===== src/rtl/core/gbfs_pkg.sv =====
`default_nettype none
// ----------------------------------------------------------------------------
// gbfs_pkg: shared types and constants for the grid BFS shortest-path block
// Request/result words, configuration register map, FSM states and the
// command/status groups between controller and datapath.
// ----------------------------------------------------------------------------
package gbfs_pkg;

  localparam int GRID_SIDE_DEF = 16;

  // compare width for coordinates and bounds (covers GRID_SIDE up to 64)
  localparam int CMP_W  = 8;
  localparam int DIST_W = 8;
  localparam logic [DIST_W-1:0] DIST_MAX = '1;

  // configuration port
  localparam int CFG_AW = 3;
  localparam int CFG_DW = 5;

  localparam logic [CFG_AW-1:0] CFG_START_COL = 3'd0;
  localparam logic [CFG_AW-1:0] CFG_START_ROW = 3'd1;
  localparam logic [CFG_AW-1:0] CFG_GOAL_COL  = 3'd2;
  localparam logic [CFG_AW-1:0] CFG_GOAL_ROW  = 3'd3;
  localparam logic [CFG_AW-1:0] CFG_COLS      = 3'd4;
  localparam logic [CFG_AW-1:0] CFG_ROWS      = 3'd5;

  localparam logic [3:0] GOAL_RST = 4'd15;
  localparam logic [4:0] SIZE_RST = 5'd16;

  // request codes
  localparam logic [1:0] REQ_LOAD   = 2'd0;
  localparam logic [1:0] REQ_SEARCH = 2'd1;
  localparam logic [1:0] REQ_READ   = 2'd2;

  // neighbor visiting order
  localparam logic [1:0] DIR_RIGHT = 2'd0;
  localparam logic [1:0] DIR_DOWN  = 2'd1;
  localparam logic [1:0] DIR_LEFT  = 2'd2;
  localparam logic [1:0] DIR_UP    = 2'd3;

  typedef struct packed {
    logic [1:0] req_type;
    logic [3:0] cell_col;
    logic [3:0] cell_row;
    logic       cell_open;
  } req_item_t;

  typedef struct packed {
    logic              goal_reached;
    logic              cell_marked;
    logic [DIST_W-1:0] distance;
  } rsp_item_t;

  typedef enum logic [3:0] {
    ST_IDLE,
    ST_LOAD,
    ST_READ,
    ST_READ_CHK,
    ST_CLEAR,
    ST_INIT,
    ST_POP,
    ST_DEQ,
    ST_NB_RD,
    ST_NB_CHK,
    ST_RESP
  } gbfs_state_t;

  typedef struct packed {
    logic latch_req;
    logic load_wr;
    logic read_req;
    logic read_take;
    logic clear_step;
    logic push_start;
    logic pop_rd;
    logic deq_wr;
    logic goal_hit;
    logic nb_rd;
    logic nb_push;
    logic dir_next;
    logic out_load;
  } gbfs_cmd_t;

  typedef struct packed {
    logic start_ok;
    logic clr_last;
    logic fifo_empty;
    logic at_goal;
    logic nb_in;
    logic nb_take;
    logic dir_last;
  } gbfs_sts_t;

endpackage
`default_nettype wire


===== src/rtl/core/gbfs_ctrl.sv =====
`default_nettype none
// ----------------------------------------------------------------------------
// gbfs_ctrl: grid BFS controller
// Sequences load, read and search requests over the datapath and owns the
// result word's valid flag.
// ----------------------------------------------------------------------------
module gbfs_ctrl (
  input  logic                clk,
  input  logic                rst,
  input  logic                in_valid,
  input  logic [1:0]          in_type,
  output logic                in_ready,
  output logic                out_valid,
  input  logic                out_ready,
  input  gbfs_pkg::gbfs_sts_t sts,
  output gbfs_pkg::gbfs_cmd_t cmd
);
  import gbfs_pkg::*;

  gbfs_state_t state, state_next;
  logic        out_valid_next;

  always_ff @(posedge clk) begin
    if (rst) begin
      state     <= ST_IDLE;
      out_valid <= 1'b0;
    end else begin
      state     <= state_next;
      out_valid <= out_valid_next;
    end
  end

  always_comb begin
    state_next = state;
    case (state)
      ST_IDLE: begin
        if (in_valid) begin
          case (in_type)
            REQ_LOAD:   state_next = ST_LOAD;
            REQ_SEARCH: state_next = ST_CLEAR;
            REQ_READ:   state_next = ST_READ;
            default:    state_next = ST_RESP;
          endcase
        end
      end
      ST_LOAD:     state_next = ST_RESP;
      ST_READ:     state_next = ST_READ_CHK;
      ST_READ_CHK: state_next = ST_RESP;
      ST_CLEAR: begin
        if (sts.clr_last) state_next = ST_INIT;
      end
      ST_INIT:     state_next = sts.start_ok ? ST_POP : ST_RESP;
      ST_POP:      state_next = sts.fifo_empty ? ST_RESP : ST_DEQ;
      ST_DEQ:      state_next = sts.at_goal ? ST_RESP : ST_NB_RD;
      ST_NB_RD: begin
        if (sts.nb_in) begin
          state_next = ST_NB_CHK;
        end else if (sts.dir_last) begin
          state_next = ST_POP;
        end
      end
      ST_NB_CHK:   state_next = sts.dir_last ? ST_POP : ST_NB_RD;
      ST_RESP: begin
        if (!out_valid || out_ready) state_next = ST_IDLE;
      end
      default:     state_next = ST_IDLE;
    endcase
  end

  always_comb begin
    cmd      = '0;
    in_ready = 1'b0;
    case (state)
      ST_IDLE: begin
        in_ready      = 1'b1;
        cmd.latch_req = in_valid;
      end
      ST_LOAD:     cmd.load_wr    = 1'b1;
      ST_READ:     cmd.read_req   = 1'b1;
      ST_READ_CHK: cmd.read_take  = 1'b1;
      ST_CLEAR:    cmd.clear_step = 1'b1;
      ST_INIT:     cmd.push_start = sts.start_ok;
      ST_POP:      cmd.pop_rd     = !sts.fifo_empty;
      ST_DEQ: begin
        cmd.deq_wr   = 1'b1;
        cmd.goal_hit = sts.at_goal;
      end
      ST_NB_RD: begin
        cmd.nb_rd    = sts.nb_in;
        cmd.dir_next = !sts.nb_in;
      end
      ST_NB_CHK: begin
        cmd.nb_push  = sts.nb_take;
        cmd.dir_next = 1'b1;
      end
      ST_RESP:     cmd.out_load   = !out_valid || out_ready;
      default:     cmd = '0;
    endcase
  end

  always_comb begin
    if (cmd.out_load) begin
      out_valid_next = 1'b1;
    end else if (out_valid && out_ready) begin
      out_valid_next = 1'b0;
    end else begin
      out_valid_next = out_valid;
    end
  end

endmodule
`default_nettype wire


===== config.mk =====
export PLATFORM = sky130hd
export DESIGN_NAME = gbfs_ctrl
export DESIGN_NICKNAME = d
export VERILOG_FILES = /design/src/rtl/core/gbfs_pkg.sv /design/src/rtl/core/gbfs_ctrl.sv
export SDC_FILE = /design/constraint.sdc
export NUM_CORES = 1
export LEC_CHECK = 0
export BUFFER_PORTS_ARGS = -buffer_cell sky130_fd_sc_hd__buf_2
export CELL_PAD_IN_SITES_DETAIL_PLACEMENT = 1
export CELL_PAD_IN_SITES_GLOBAL_PLACEMENT = 1
export CORE_ASPECT_RATIO = 1.4
export CORE_MARGIN = 1.5
export CORE_UTILIZATION = 30
export DETAILED_ROUTE_END_ITERATION = 16
export PLACE_DENSITY_LB_ADDON = 0.1
export SLEW_MARGIN = 20
export SYNTH_ARGS = -nofsm -noshare
export SYNTH_HDL_FRONTEND = slang
export SYNTH_SLANG_ARGS = --single-unit

===== constraint.sdc =====
create_clock -name clk -period 1.82 [get_ports clk]
set_clock_uncertainty 0.15 [all_clocks]
set_input_delay 0.091 -clock clk [delete_from_list [all_inputs] [get_ports clk]]
set_output_delay 0.091 -clock clk [all_outputs]
set_load 0.02 [all_outputs]

### After elaboration in Yosys (flattened, before gate mapping)

Index checks and enable logic that the tools add are counted.

* bits of input ports: 13
* memories kept: 0
* output and inout bits: 15
* bits in read-only memories: 0
* word-level logic and storage cells: 54
* RAM bits: 0
* latch bits: 0
* bits in registers: 5

* shifts and indexed selects: 0
* magnitude comparators: 0
* eq/ne operators: 16
* reductions and logical operators: 10
* $mul: 0
* multiplexer cells: 26
* divide/modulo/power cells: 0
* add/sub/neg operators: 0
* bitwise logic cells: 0

Operators with widths (number)
* one-hot mux 4 bit (10 select lines): 1
* 2-to-1 mux 4 bit: 8
* equality test 4 x 3 -> 1 bit, second input constant: 4
* 2-to-1 mux 1 bit: 13
* equality test 4 bit, second input constant: 3
* one-hot mux 4 bit (3 select lines): 1
* equality test 4 x 2 -> 1 bit, second input constant: 2
* inequality test 2 bit, second input constant: 3
* equality test 4 x 1 -> 1 bit, second input constant: 1
* zero test 4 bit: 1
* 2-to-1 mux 2 bit: 2
* AND reduction 4 bit: 1
* zero test 1 bit: 3
* inequality test 3 bit, second input constant: 1
* equality test 2 x 1 -> 1 bit, second input constant: 1
* equality test 2 bit, second input constant: 1
* zero test 2 bit: 1
* one-hot mux 1 bit (2 select lines): 1
* nonzero test 2 bit: 1
* OR reduction 2 bit: 1
* logical AND 1 bit: 1
* logical OR 1 bit: 1

### Longest topological paths before layout

Gate-level depths: netlist of the first run.

* depth in word-level cells: 4
* gate-level depth with buffers: 6
* mapped depth without buffers: 4

### Least setup slack after synthesis of the first run

No wires, ideal clock.

* kind: register to output
* from: register state[3]
* to: output cmd[12] in the netlist's numbering
* cell stages (with the launch flop): 5
* slack: -158 ps
* path buffers: 2
* arrival: 1737 ps
* data required time: 1579 ps
* cells stage by stage: dfxtp_1 > buf_2 > clkbuf_1 > nor4_1 > and2_1

RTL lines
* from (decl): line gbfs_ctrl.sv:20 `gbfs_state_t state, state_next;`
* from (signal assigned): line gbfs_ctrl.sv:28 `state <= state_next;`
* to (decl): line gbfs_ctrl.sv:16 `output gbfs_pkg::gbfs_cmd_t cmd`

==> results of run 1 <==
==> final timing paths <==
| path | from | end | slack [ns] | cells after the start |
|---|---|---|---|---|
| worst max register to register | state[3] | state[1] | 0.13 | 5 |
| worst max-delay path | state[2] | cmd[7] | 0.11 | 4 |
| worst min register to register | out_valid | out_valid | 0.41 | 2 |
| worst min-delay path | out_ready | out_valid | 0.04 | 3 |
==> power groups by stage <==
stage	Sequential, mW	Clock, mW	Combinational [mW]
2_1_floorplan	0.175	0	0.697
3_3_place_gp	0.228	0	0.898
3_5_place_dp	0.227	0	0.905
4_1_cts	0.229	0.140	0.912
5_1_grt	0.240	0.143	1.00
6_report	0.230	0.135	0.908
==> cells in the mapped netlist (2+ instances only) <==
master,number
a21oi_1,5
or3b_2,2
dfxtp_1,5
nand2_1,2
and2_1,2
nand4b_1,2
nor2b_1,5
nor2_1,8
clkbuf_1,2
buf_2,4
nand2b_1,7
nand3_1,3
nor3_1,9
==> registers in the layout, summed over array words and instances, names as in the netlist <==
signal / flops
state: 4
out_valid: 1
==> kinds of logic (layout without fill, tap and decap cells) <==
family,count (synthesis),after routing,synth area share (%)
AOI/OAI and AO/OA,17,17,21.5
buffers and inverters,9,42,8.51
DFF,5,5,17.0
muxes,1,1,1.70
and+or+nand+nor,49,49,51.3
==> stage by stage <==
| stage | power (mW) | hold slack, ns | cells | area, µm² | util [%] |
|---|---|---|---|---|---|
| final | 1.27 | 0.0383 | 134 | 816 | 45.3 |
| after detailed placement | 1.13 | 0.186 | 128 | 768 | 42.6 |
| after floorplan | 0.872 | 0.0101 | 81 | 594 | - |
| after CTS | 1.28 | 0.0344 | 134 | 816 | 45.3 |
| after global placement | 1.13 | 0.173 | 128 | 768 | 42.6 |
| after global routing | 1.39 | 0.0778 | 134 | 816 | 45.3 |
==> final cells by class <==
type	count	area [µm²]	share of cell area [%]
multi-input combinational	67	444	54.4
tap	20	25.0	3.07
timing repair buffer	37	215	26.4
clock buffer	4	26.3	3.22
sequential	5	101	12.4
inverter	1	3.75	0.460
==> worst max-delay path, delay by kind of cell, from the launching register on <==
family / cells / cell delay [ns]
DFF: 1 / 0.45
buffers and inverters: 2 / 0.41
and+or+nand+nor: 2 / 0.36
==> layer usage <==
| metal | vias up | routed length (µm) | global-route usage (%) |
|---|---|---|---|
| li1 | 360 | - | - |
| met1 | 324 | 798 | 22.7 |
| met2 | 20 | 899 | 31.3 |
| met3 | 5 | 88 | 1.20 |
| met4 | 0 | 51 | 11.4 |
| met5 | - | 0 | 0 |
==> repair_timing <==
action | 4_1_cts | 5_1_grt
endpoints found under the setup margin | 1 | 0
hold buffers | 2 | 0
gates resized for setup | 1 | 0
endpoints found under the hold margin | 4 | 0
buffers inserted | 0 | 0
==> results.py, run 1 <==
metrics = {
    "detailed_routing": {
        "via_per_inst": 5.29,
        "wl_mm": 1.84,
        "drc": 0,
        "drt_iter0_drc": 13,
        "first_pass_iters": 4,
        "route.vias.total": 709,
        "detail-route-antenna-nets": 0,
        "wl_per_cell_um": 13.7,
    },
    "global_route": {
        "grt.overflow.total": 0,
        "grt_pass1_vias": 716,
        "antenna_found_initial": 0,
        "grt_max_degree": 13,
        "grt_usage_pct": 19.2,
        "grt_pass1_wl_mm": 3.05,
    },
    "cells_and_area": {
        "final_nets": 128,
        "synthToLayoutAreaGrowth_pct": 38.7,
        "diodes": 0,
        "nFillCells": 254,
        "layout_common_cells": "27 x buf_2, 9 x nor3_1, 8 x nor2_1, 8 x buf_4, 7 x nand2b_1",
        "final_common_cell": "buf_2",
        "drive_above_1_share_pct": 41.2,
    },
    "timing": {
        "worst_pin_slew_ns": 0.291,
        "final_max_slew_viol_count": 0,
        "clock.fmax_mhz": 584,
        "period_share_pct": 94.1,
        "period_needed_ns": 1.71,
        "rsz0062_at_grt": "false",
        "finalSetupTns_ns": 0,
        "slew_headroom_pct": 80.4,
        "finalHoldViolCount": 0,
        "setup_slack_ns": 0.107,
        "finalSetupViolCount": 0,
    },
    "power": {
        "power_frac_clock_pct": 10.6,
        "p_leak_nw": 0.360,
        "p_seq_share_pct": 18.1,
        "p_int_mw": 0.646,
        "ir_worst_vdd_mv": 0.667,
        "pwr_density_cell_nw_per_um2": 1560,
        "netSwitchingFraction_pct": 49.3,
        "p_sw_mw": 0.627,
        "p_comb_share_pct": 71.4,
    },
    "flow_run": {
        "max-cap-violations": 0,
    },
    "clock_network": {
        "cts-root-buf": "clkbuf_4",
        "cts_max_level": 1,
        "clk_latency_ns": 0.25,
        "clkSinkCount": 5,
        "clockBufferDepth": 2,
        "clk_pin_slew_worst_paths_ns": 0.04,
        "cts_tree": "yes",
        "numCtsBuffers": 3,
    },
    "placed_design": {
        "place_congestion": 0.730,
        "port_buffers": 27,
        "post-place-ws_ns": 0.0455,
        "dpl.hpwl_mm": 1.47,
    },
    "synth": {
        "synthArstFlopShare_pct": 0,
        "synthCells": 81,
        "netlist.area_leader.share_pct": 17.0,
        "avgSynthCellArea_um2": 7.26,
        "synth_seq_cells": 5,
        "synth_cell_types": 38,
        "yosysWarnings": 0,
        "syn_nets": 94,
        "synth_largest_area_cell": "dfxtp_1",
        "synth_edf_count": 0,
        "syn_area_um2": 588,
        "synth.yosys.seq_area_share_pct": 17.0,
        "synth_ff_type": "dfxtp_1",
        "synth.area.top_cells": "dfxtp_1 17%, nor3_1 7.7%, nand2b_1 7.4%, nor2b_1 5.3%, nor2_1 5.1%",
    },
    "status": {
        "run_status": "completed",
    },
    "floorplan": {
        "num_rows": 18,
        "dieArea_um2": 2240,
        "fp.dieH_um": 55.4,
        "die_x_um": 40.4,
        "ios": 28,
        "coreArea_um2": 1800,
        "initial_core_util_pct": 32.6,
    },
    "setup_path": {
        "path_max_fanout": 12,
        "cp-end-kind": "output pin",
        "startpoint_type": "register",
        "path_cells": "buf_4 -> nand2_1 -> nor4b_1 -> buf_2",
        "critPathMaxStageDelay_ns": 0.45,
        "critPathRequiredTime_ns": 1.58,
        "critPathSlowestCell": "dfxtp_2",
        "critical_path_class": "register to output pin",
        "cp.arrival_ns": 1.47,
    },
    "hold_path": {
        "hp-class": "primary input to register",
    },
}
(Power assumes the default switching activity.)
==> run 2: changes to the inputs <==
- CORE_MARGIN: 1.5 -> unset
- CTS_CLUSTER_SIZE: unset -> 30
==> results.py, run 2 (synthesis results as in run 1) <==
metrics = {
    "status": {
        "run_status": "completed",
    },
    "floorplan": {
        "coreArea_um2": 1800,
        "initial_core_util_pct": 32.6,
        "die_x_um": 39.4,
        "fp.dieH_um": 54.4,
        "dieArea_um2": 2140,
        "num_rows": 18,
        "ios": 28,
    },
    "clock_network": {
        "clk_latency_ns": 0.24,
        "clk_pin_slew_worst_paths_ns": 0.04,
        "clkSinkCount": 5,
        "cts_setup_buffers": 0,
        "numCtsBuffers": 3,
        "cts-root-buf": "clkbuf_4",
        "cts_max_level": 1,
        "clockBufferDepth": 2,
        "cts_tree": "yes",
    },
    "detailed_routing": {
        "wl_mm": 2.07,
        "drc": 0,
        "highest_layer": "met4",
        "wl_per_cell_um": 15.5,
        "wl_met2_mm": 1.13,
        "first_pass_iters": 4,
        "wl_met1_um": 859,
        "wl_met3_um": 63,
        "via_per_inst": 5.42,
        "route.vias.total": 721,
        "drt_iter0_drc": 8,
        "detail-route-antenna-nets": 0,
    },
    "cells_and_area": {
        "layout_common_cells": "27 x buf_2, 9 x nor3_1, 8 x nor2_1, 8 x buf_4, 7 x nand2b_1",
        "diodes": 0,
        "top_register": "state",
        "drive_above_1_share_pct": 42.5,
        "reg.largest.list": "state (4), out_valid (1)",
        "final_nets": 127,
        "synthToLayoutAreaGrowth_pct": 38.5,
        "final_common_cell": "buf_2",
        "nFillCells": 246,
        "largest_reg_flops": 4,
        "design_area_um2": 815,
    },
    "timing": {
        "period_needed_ns": 1.73,
        "timing.hold.ws_ns": 0.00438,
        "finalSetupTns_ns": 0,
        "final_max_slew_viol_count": 0,
        "finalHoldViolCount": 0,
        "rsz0062_at_grt": "false",
        "slew_headroom_pct": 77.2,
        "finalSetupViolCount": 0,
        "worst_pin_slew_ns": 0.342,
        "period_share_pct": 95.1,
        "clock.fmax_mhz": 578,
    },
    "setup_path": {
        "path_max_fanout": 8,
        "cp-end-kind": "register",
        "startpoint_type": "register",
        "path_cells": "nand2b_4 -> or4_4 -> a21o_1 -> a221oi_2",
        "critPathRequiredTime_ns": 1.81,
        "cp.arrival_ns": 1.72,
        "critPathSlowestCell": "or4_4",
        "critical_path_class": "register to register",
        "critPathMaxStageDelay_ns": 0.54,
    },
    "flow_run": {
        "max-cap-violations": 0,
    },
    "placed_design": {
        "port_buffers": 27,
        "place_area_um2": 768,
        "place_congestion": 0.723,
        "dpl.hpwl_mm": 1.61,
    },
    "power": {
        "pwr_density_cell_nw_per_um2": 1590,
        "p_leak_nw": 0.357,
        "ir_worst_vdd_mv": 0.676,
        "total_power_mw": 1.30,
    },
    "global_route": {
        "grt_usage_pct": 21.5,
        "grt_pass1_wl_mm": 3.10,
        "grt_pass1_vias": 683,
        "grt.overflow.total": 0,
        "antenna_found_initial": 0,
        "grt_max_degree": 15,
    },
    "hold_path": {
        "hp-class": "primary input to register",
    },
}
run 2: where the power goes:
part | switching, mW | total [mW] | internal, mW
Sequential | 0.0861 | 0.244 | 0.158
Combinational | 0.517 | 0.929 | 0.412
Clock | 0.0433 | 0.126 | 0.0828
Total | 0.647 | 1.30 | 0.652
run 2: stage by stage:
stage          instances  util, %  worst slack [ns]
2_1_floorplan         81        -            0.0949
3_3_place_gp         128     42.6             0.127
3_5_place_dp         128     42.6            0.0367
4_1_cts              133     44.7            0.0611
5_1_grt              133     45.2            0.0107
6_report             133     45.2            0.0885
run 2: final timing paths:
| kind | startpoint | slack, ns | cells after the start | to |
|---|---|---|---|---|
| worst max-delay path | state[3] | 0.09 | 4 | state[2] |
| worst min-delay path | sts[5] | 0.004 | 3 | state[2] |
| worst max register to register | state[3] | 0.09 | 4 | state[2] |
| worst min register to register | out_valid | 0.46 | 2 | out_valid |
run 2: per-layer routing:
metal  up-vias  global-route usage [%]
li1        360                       -
met1       341                    24.7
met2        18                    38.0
met3         2                    2.44
met4         0                    10.3
met5         -                       0
run 2: critical path: cells and delay by family, from the launching register on:
family,cells,cell delay [ns]
simple gates,2,0.62
flops,1,0.48
compound gates,2,0.38
run 2: timing repair:
action / in CTS / in global routing
resized for setup: 1 / 2
endpoints found under the setup margin: 3 / 3
hold endpoints to repair: 3 / 0
hold buffers: 1 / 0
run 2: cell type report:
cell class / count / area (µm²) / share of cell area [%]
inverters: 1 / 3.75 / 0.461
clock buffers: 4 / 26.3 / 3.23
repair buffers: 36 / 205 / 25.2
flip-flops and latches: 5 / 104 / 12.7
multi-input cells: 67 / 450 / 55.3
well taps: 20 / 25.0 / 3.07
